File: config.mk
export PLATFORM = sky130hd
export DESIGN_NAME = bale_ctrl
export DESIGN_NICKNAME = d
export VERILOG_FILES = /design/src/rtl/bale_pkg.sv /design/src/rtl/bale_ctrl.sv
export SDC_FILE = /design/constraint.sdc
export NUM_CORES = 1
export LEC_CHECK = 0
export ABC_AREA = 1
export BUFFER_PORTS_ARGS = -buffer_cell sky130_fd_sc_hd__buf_4
export CAP_MARGIN = 10
export CORE_MARGIN = 3
export CORE_UTILIZATION = 28
export CTS_CLUSTER_DIAMETER = 120
export DETAILED_ROUTE_END_ITERATION = 7
export PLACE_DENSITY = 0.64
export SYNTH_ARGS = -nofsm -noshare
export SYNTH_HDL_FRONTEND = slang
export SYNTH_SLANG_ARGS = --single-unit
File: constraint.sdc
create_clock -name clk -period 1.25 [get_ports clk]
set_input_delay 0.25 -clock clk [delete_from_list [all_inputs] [get_ports clk]]
set_output_delay 0.25 -clock clk [all_outputs]
set_load 0.02 [all_outputs]
File: src/rtl/bale_pkg.sv
// Shared types, widths and command codes for the bounded array list engine.
`default_nettype none

package bale_pkg;

  localparam int CAPACITY_DEF = 128;
  localparam int KIND_W       = 3;
  localparam int HANDLE_W     = 16;
  localparam int PRICE_W      = 24;
  localparam int COUNT_W      = 8;
  localparam int POS_W        = 8;
  localparam int INDEX_W      = 7;
  localparam int LENGTH_W     = 8;

  typedef enum logic [KIND_W-1:0] {
    OP_INS_FRONT = 3'd0,
    OP_INS_BACK  = 3'd1,
    OP_REMOVE    = 3'd2,
    OP_SWAP      = 3'd3,
    OP_FIND_MIN  = 3'd4,
    OP_READ      = 3'd5
  } op_kind_t;

  typedef struct packed {
    logic [HANDLE_W-1:0] handle;
    logic [PRICE_W-1:0]  price;
  } entry_t;

  // Memory read port: address source and pointer update
  typedef enum logic [2:0] {
    RD_NONE  = 3'd0,
    RD_LAST  = 3'd1,
    RD_PREV  = 3'd2,
    RD_FIRST = 3'd3,
    RD_NEXT  = 3'd4,
    RD_POS_A = 3'd5,
    RD_POS_B = 3'd6,
    RD_INDEX = 3'd7
  } rd_sel_t;

  // Memory write port: address and data source
  typedef enum logic [2:0] {
    WR_NONE   = 3'd0,
    WR_FRONT  = 3'd1,
    WR_BACK   = 3'd2,
    WR_SHIFT  = 3'd3,
    WR_SWAP_A = 3'd4,
    WR_SWAP_B = 3'd5
  } wr_sel_t;

  typedef enum logic [1:0] {
    LEN_HOLD   = 2'd0,
    LEN_INC    = 2'd1,
    LEN_REMOVE = 2'd2
  } len_op_t;

  typedef enum logic [1:0] {
    FOUND_NONE  = 2'd0,
    FOUND_MIN   = 2'd1,
    FOUND_RDATA = 2'd2
  } found_sel_t;

  typedef enum logic [3:0] {
    ST_IDLE      = 4'd0,
    ST_DECODE    = 4'd1,
    ST_SHIFT     = 4'd2,
    ST_FRONT_PUT = 4'd3,
    ST_SWAP_RB   = 4'd4,
    ST_SWAP_WA   = 4'd5,
    ST_SWAP_WB   = 4'd6,
    ST_SCAN      = 4'd7,
    ST_READ_OUT  = 4'd8
  } state_t;

  typedef struct packed {
    logic       load;
    rd_sel_t    rd_sel;
    wr_sel_t    wr_sel;
    logic       scan_step;
    logic       finish;
    logic       ok;
    len_op_t    len_op;
    found_sel_t found_sel;
  } dp_cmd_t;

  typedef struct packed {
    op_kind_t kind;
    logic     full;
    logic     empty;
    logic     swap_ok;
    logic     read_ok;
    logic     ptr_zero;
    logic     scan_last;
  } dp_status_t;

endpackage

`default_nettype wire

File: src/rtl/bale_ctrl.sv
// Controller state machine: sequences memory accesses for each request.
`default_nettype none

module bale_ctrl
  import bale_pkg::*;
(
  input  wire logic       clk,
  input  wire logic       rst_n,
  input  wire logic       start,
  output logic            busy,
  input  wire dp_status_t status,
  output dp_cmd_t         cmd
);

  state_t state_r;
  state_t state_nxt;

  always_ff @(posedge clk) begin
    if (!rst_n) begin
      state_r <= ST_IDLE;
    end else begin
      state_r <= state_nxt;
    end
  end

  assign busy = (state_r != ST_IDLE);

  always_comb begin
    state_nxt = state_r;
    cmd       = '0;
    unique case (state_r)
      ST_IDLE: begin
        if (start) begin
          cmd.load  = 1'b1;
          state_nxt = ST_DECODE;
        end
      end
      ST_DECODE: begin
        unique case (status.kind)
          OP_INS_FRONT: begin
            if (status.full) begin
              cmd.finish = 1'b1;
              state_nxt  = ST_IDLE;
            end else if (status.empty) begin
              cmd.wr_sel = WR_FRONT;
              cmd.len_op = LEN_INC;
              cmd.ok     = 1'b1;
              cmd.finish = 1'b1;
              state_nxt  = ST_IDLE;
            end else begin
              cmd.rd_sel = RD_LAST;
              state_nxt  = ST_SHIFT;
            end
          end
          OP_INS_BACK: begin
            if (!status.full) begin
              cmd.wr_sel = WR_BACK;
              cmd.len_op = LEN_INC;
              cmd.ok     = 1'b1;
            end
            cmd.finish = 1'b1;
            state_nxt  = ST_IDLE;
          end
          OP_REMOVE: begin
            if (!status.empty) begin
              cmd.len_op = LEN_REMOVE;
              cmd.ok     = 1'b1;
            end
            cmd.finish = 1'b1;
            state_nxt  = ST_IDLE;
          end
          OP_SWAP: begin
            if (status.swap_ok) begin
              cmd.rd_sel = RD_POS_A;
              state_nxt  = ST_SWAP_RB;
            end else begin
              cmd.finish = 1'b1;
              state_nxt  = ST_IDLE;
            end
          end
          OP_FIND_MIN: begin
            if (status.empty) begin
              cmd.finish = 1'b1;
              state_nxt  = ST_IDLE;
            end else begin
              cmd.rd_sel = RD_FIRST;
              state_nxt  = ST_SCAN;
            end
          end
          OP_READ: begin
            if (status.read_ok) begin
              cmd.rd_sel = RD_INDEX;
              state_nxt  = ST_READ_OUT;
            end else begin
              cmd.finish = 1'b1;
              state_nxt  = ST_IDLE;
            end
          end
          default: begin
            cmd.finish = 1'b1;
            state_nxt  = ST_IDLE;
          end
        endcase
      end
      ST_SHIFT: begin
        cmd.wr_sel = WR_SHIFT;
        if (status.ptr_zero) begin
          state_nxt = ST_FRONT_PUT;
        end else begin
          cmd.rd_sel = RD_PREV;
        end
      end
      ST_FRONT_PUT: begin
        cmd.wr_sel = WR_FRONT;
        cmd.len_op = LEN_INC;
        cmd.ok     = 1'b1;
        cmd.finish = 1'b1;
        state_nxt  = ST_IDLE;
      end
      ST_SWAP_RB: begin
        cmd.rd_sel = RD_POS_B;
        state_nxt  = ST_SWAP_WA;
      end
      ST_SWAP_WA: begin
        cmd.wr_sel = WR_SWAP_A;
        state_nxt  = ST_SWAP_WB;
      end
      ST_SWAP_WB: begin
        cmd.wr_sel = WR_SWAP_B;
        cmd.ok     = 1'b1;
        cmd.finish = 1'b1;
        state_nxt  = ST_IDLE;
      end
      ST_SCAN: begin
        cmd.scan_step = 1'b1;
        if (status.scan_last) begin
          cmd.found_sel = FOUND_MIN;
          cmd.ok        = 1'b1;
          cmd.finish    = 1'b1;
          state_nxt     = ST_IDLE;
        end else begin
          cmd.rd_sel = RD_NEXT;
        end
      end
      ST_READ_OUT: begin
        cmd.found_sel = FOUND_RDATA;
        cmd.ok        = 1'b1;
        cmd.finish    = 1'b1;
        state_nxt     = ST_IDLE;
      end
      default: begin
        state_nxt = ST_IDLE;
      end
    endcase
  end

endmodule

`default_nettype wire

==> results.sh <==
export IMPL_regToRegEndpoint="state_r[1]"
export IMPL_r2r_cells=11
export IMPL_core_rowCount=14
export IMPL_violations="setup timing"
export IMPL_min_path_cells=3
export IMPL_outcome="finished, violations left"
export IMPL_synth_cell_types=20
export IMPL_ys_seq_area_share_pct=15.6
export IMPL_synth_xor_xnor_area_share_pct=0
export IMPL_min_path_type="in -> reg"
export IMPL_drive_gt1_share_pct=63.2
export IMPL_areaGrowthSynthToFinish_pct=124
export IMPL_vdd_drop_max_uv=432
export IMPL_synth_fa_ha_area_share_pct=0
export IMPL_skew_ns=0.00690
export IMPL_period_needed_ns=1.60
export IMPL_root_buffer="clkbuf_4"
export IMPL_yosys_area_share_simple_pct=57.0
export IMPL_grt_pass1_wl_um=2990
export IMPL_start_util_pct=31.8
export IMPL_detail_route_antenna_nets=0
export IMPL_hold_viol_final=0
export IMPL_tightest_slew_ns=0.190
export IMPL_antenna_found_initial=0
export IMPL_post_dp_hpwl_um=1470
export IMPL_power_per_cell_area_nw_per_um2=553
export IMPL_track_usage_pct=15.4
export IMPL_avgSynthCellArea_um2=5.69
export IMPL_rrSetupSlack_ns=-0.15
export IMPL_ioPinCount=27
export IMPL_min_from="rst_n"
export IMPL_ys_ff_latch=4
export IMPL_wl_per_cell_um=10.6
export IMPL_leakage_nw=0.648
export IMPL_cp_required_ns=1.00
export IMPL_clk_latency_ns=0.25
export IMPL_critPathCaptureType="primary output"
export IMPL_die_height_um=48.8
export IMPL_clock_sinks=4
export IMPL_finalSetupViolations=17
export IMPL_grt_pass1_vias=752
export IMPL_dominantRegCellSynth="dfxtp_1"
export IMPL_worstHoldEndpoint="state_r[2]"
export IMPL_power_w=0.000636
export IMPL_period_share_pct=128
export IMPL_synthMuxAreaShare_pct=0
export IMPL_cp_arrival_ns=1.35
export IMPL_drv_cap=0
export IMPL_numCtsBuffers=3
export IMPL_setup_ws_ns=-0.350
export IMPL_num_antenna_cells=0
export IMPL_dieArea_um2=2380
export IMPL_synth_top_family_by_area="simple AND/OR/NAND/NOR gates"
export IMPL_synth_nets=102
export IMPL_synth_enable_flop_cells=0
export IMPL_syn_area_um2=512
export IMPL_synth_compound_area_share_pct=14.9
export IMPL_postSynthCellCount=90
export IMPL_top_register="state_r"
export IMPL_critPathMaxFanout=4
export IMPL_grt_overflow_total=0
export IMPL_critPathKind="reg -> out"
export IMPL_grt_max_degree=8
export IMPL_timing_fmax_ghz=0.625
export IMPL_fin_nets=169
export IMPL_ys_warn_count=0
export IMPL_routabilityCongestion=0.824
export IMPL_r2r_start="state_r[0]"
export IMPL_drt_iter0_drc=9
export IMPL_slew_headroom_pct=87.3
export IMPL_ctsLongestPathBuffers=2
export IMPL_io_buffers=26
export IMPL_vias=819
export IMPL_h_tree_depth=1
export IMPL_firstDrtPassIters=4
export IMPL_drc_errors=0
export IMPL_reg_top3="state_r (4)"
export IMPL_cts_tree="built"
export IMPL_crit_path_start_kind="flop"
export IMPL_wl_um=1910
export IMPL_rsz0062_at_grt="true"
export IMPL_cts_clk_slew_worst_paths_ns=0.04
export IMPL_final_util_pct=71.3
export IMPL_async_flop_share_pct=0
export IMPL_core_area_um2=1610
export IMPL_chipWidth_um=48.8
export IMPL_largest_register_ffs=4
export IMPL_vias_per_cell=4.58
export IMPL_slew_violations=0
## synthesized netlist by cell type, types with 2 or more instances
cell type	number	area, um2
a21oi_1	4	20.0
dfxtp_1	4	80.1
inv_1	14	52.6
inv_2	3	11.3
nand2_1	23	86.3
nand2_4	2	22.5
nand3_1	10	50.1
nand4_1	2	12.5
nor2_1	11	41.3
nor2_4	2	22.5
nor3_1	2	10.0
nor3_2	3	30.0
o211ai_1	2	15.0
o21ai_0	2	10.0
## per-layer routing
layer,part of all wire [%],GRT usage [%]
met5,0,0
met4,1.1,7.11
met3,5.9,1.84
met2,50,28.1
met1,43,17.7
## repair_timing
item                                    4_1_cts  5_1_grt
resized for setup                            13       17
endpoints found under the setup margin       17       17
pin swaps                                     6        2
hold buffers                                  0        0
setup buffers                                 4        4
## cell usage in the layout, fill, tap and decap left out, types with 2 or more instances in the layout
cell type,Yosys,final
buf_4,0,54
nand2_1,23,18
inv_1,14,11
nand3_1,10,10
nor2_1,11,9
buf_6,0,8
inv_2,3,5
nand2_2,0,4
a21oi_2,1,4
nand2_4,2,3
nor2_2,1,3
nor3_4,0,3
clkbuf_4,0,3
dfxtp_4,0,3
nor2_4,2,2
nor3_1,2,2
nand4_1,2,2
o211ai_1,2,2
## worst max path at each step
stage / end / startpoint / cells after the start / slack [ns]
floorplan: cmd[4] / state_r[2] / 5 / -0.15
global placement: cmd[5] / state_r[1] / 5 / -0.15
detailed placement: cmd[2] / status[7] / 6 / -0.18
CTS: cmd[5] / state_r[3] / 8 / -0.35
global route: cmd[5] / state_r[3] / 8 / -0.40
finish: cmd[5] / state_r[3] / 8 / -0.35
## kinds of logic (layout without fill, tap and decap cells)
family,Yosys count,after routing
flip-flops,4,4
AO/OA/AOI/OAI,12,12
AND/OR/NAND/NOR,57,57
buffers and inverters,17,82
## worst max-delay path: stages (launching register included)
cell      delay [ns]
dfxtp_2         0.37
inv_2           0.06
nand2_4         0.05
inv_1           0.04
nand3_1         0.08
o211ai_1        0.09
nor2_1          0.18
o21ai_2         0.07
buf_4           0.16
## power by group
part	internal [W]	switching [W]	total (W)
combinational	0.000161	0.000158	0.000318
clock	0.000108	0.0000660	0.000174
sequential	0.000132	0.0000115	0.000143
## area by class of cell
class	count	area, um2
timing repair buffer	62	495
fill	140	463
multi-input combinational	69	442
sequential	4	92.6
inverter	17	66.3
tap	24	30.0
clock buffer	3	22.5
## through the flow
| step | area (um2) | hold WS, ns | setup WS (ns) | setup TNS [ns] | std cells |
|---|---|---|---|---|---|
| 3_5_place_dp | 981 | 0.458 | -0.184 | -1.13 | 168 |
| 5_1_grt | 1150 | 0.216 | -0.396 | -5.45 | 179 |
| 3_3_place_gp | 981 | 0.445 | -0.147 | -0.996 | 168 |
| 4_1_cts | 1060 | 0.212 | -0.350 | -4.15 | 175 |
| 6_report | 1150 | 0.216 | -0.350 | -4.37 | 179 |
| 2_1_floorplan | 546 | 0.348 | -0.147 | -0.412 | 90 |
Note: power is estimated with default switching activity, not from simulation.
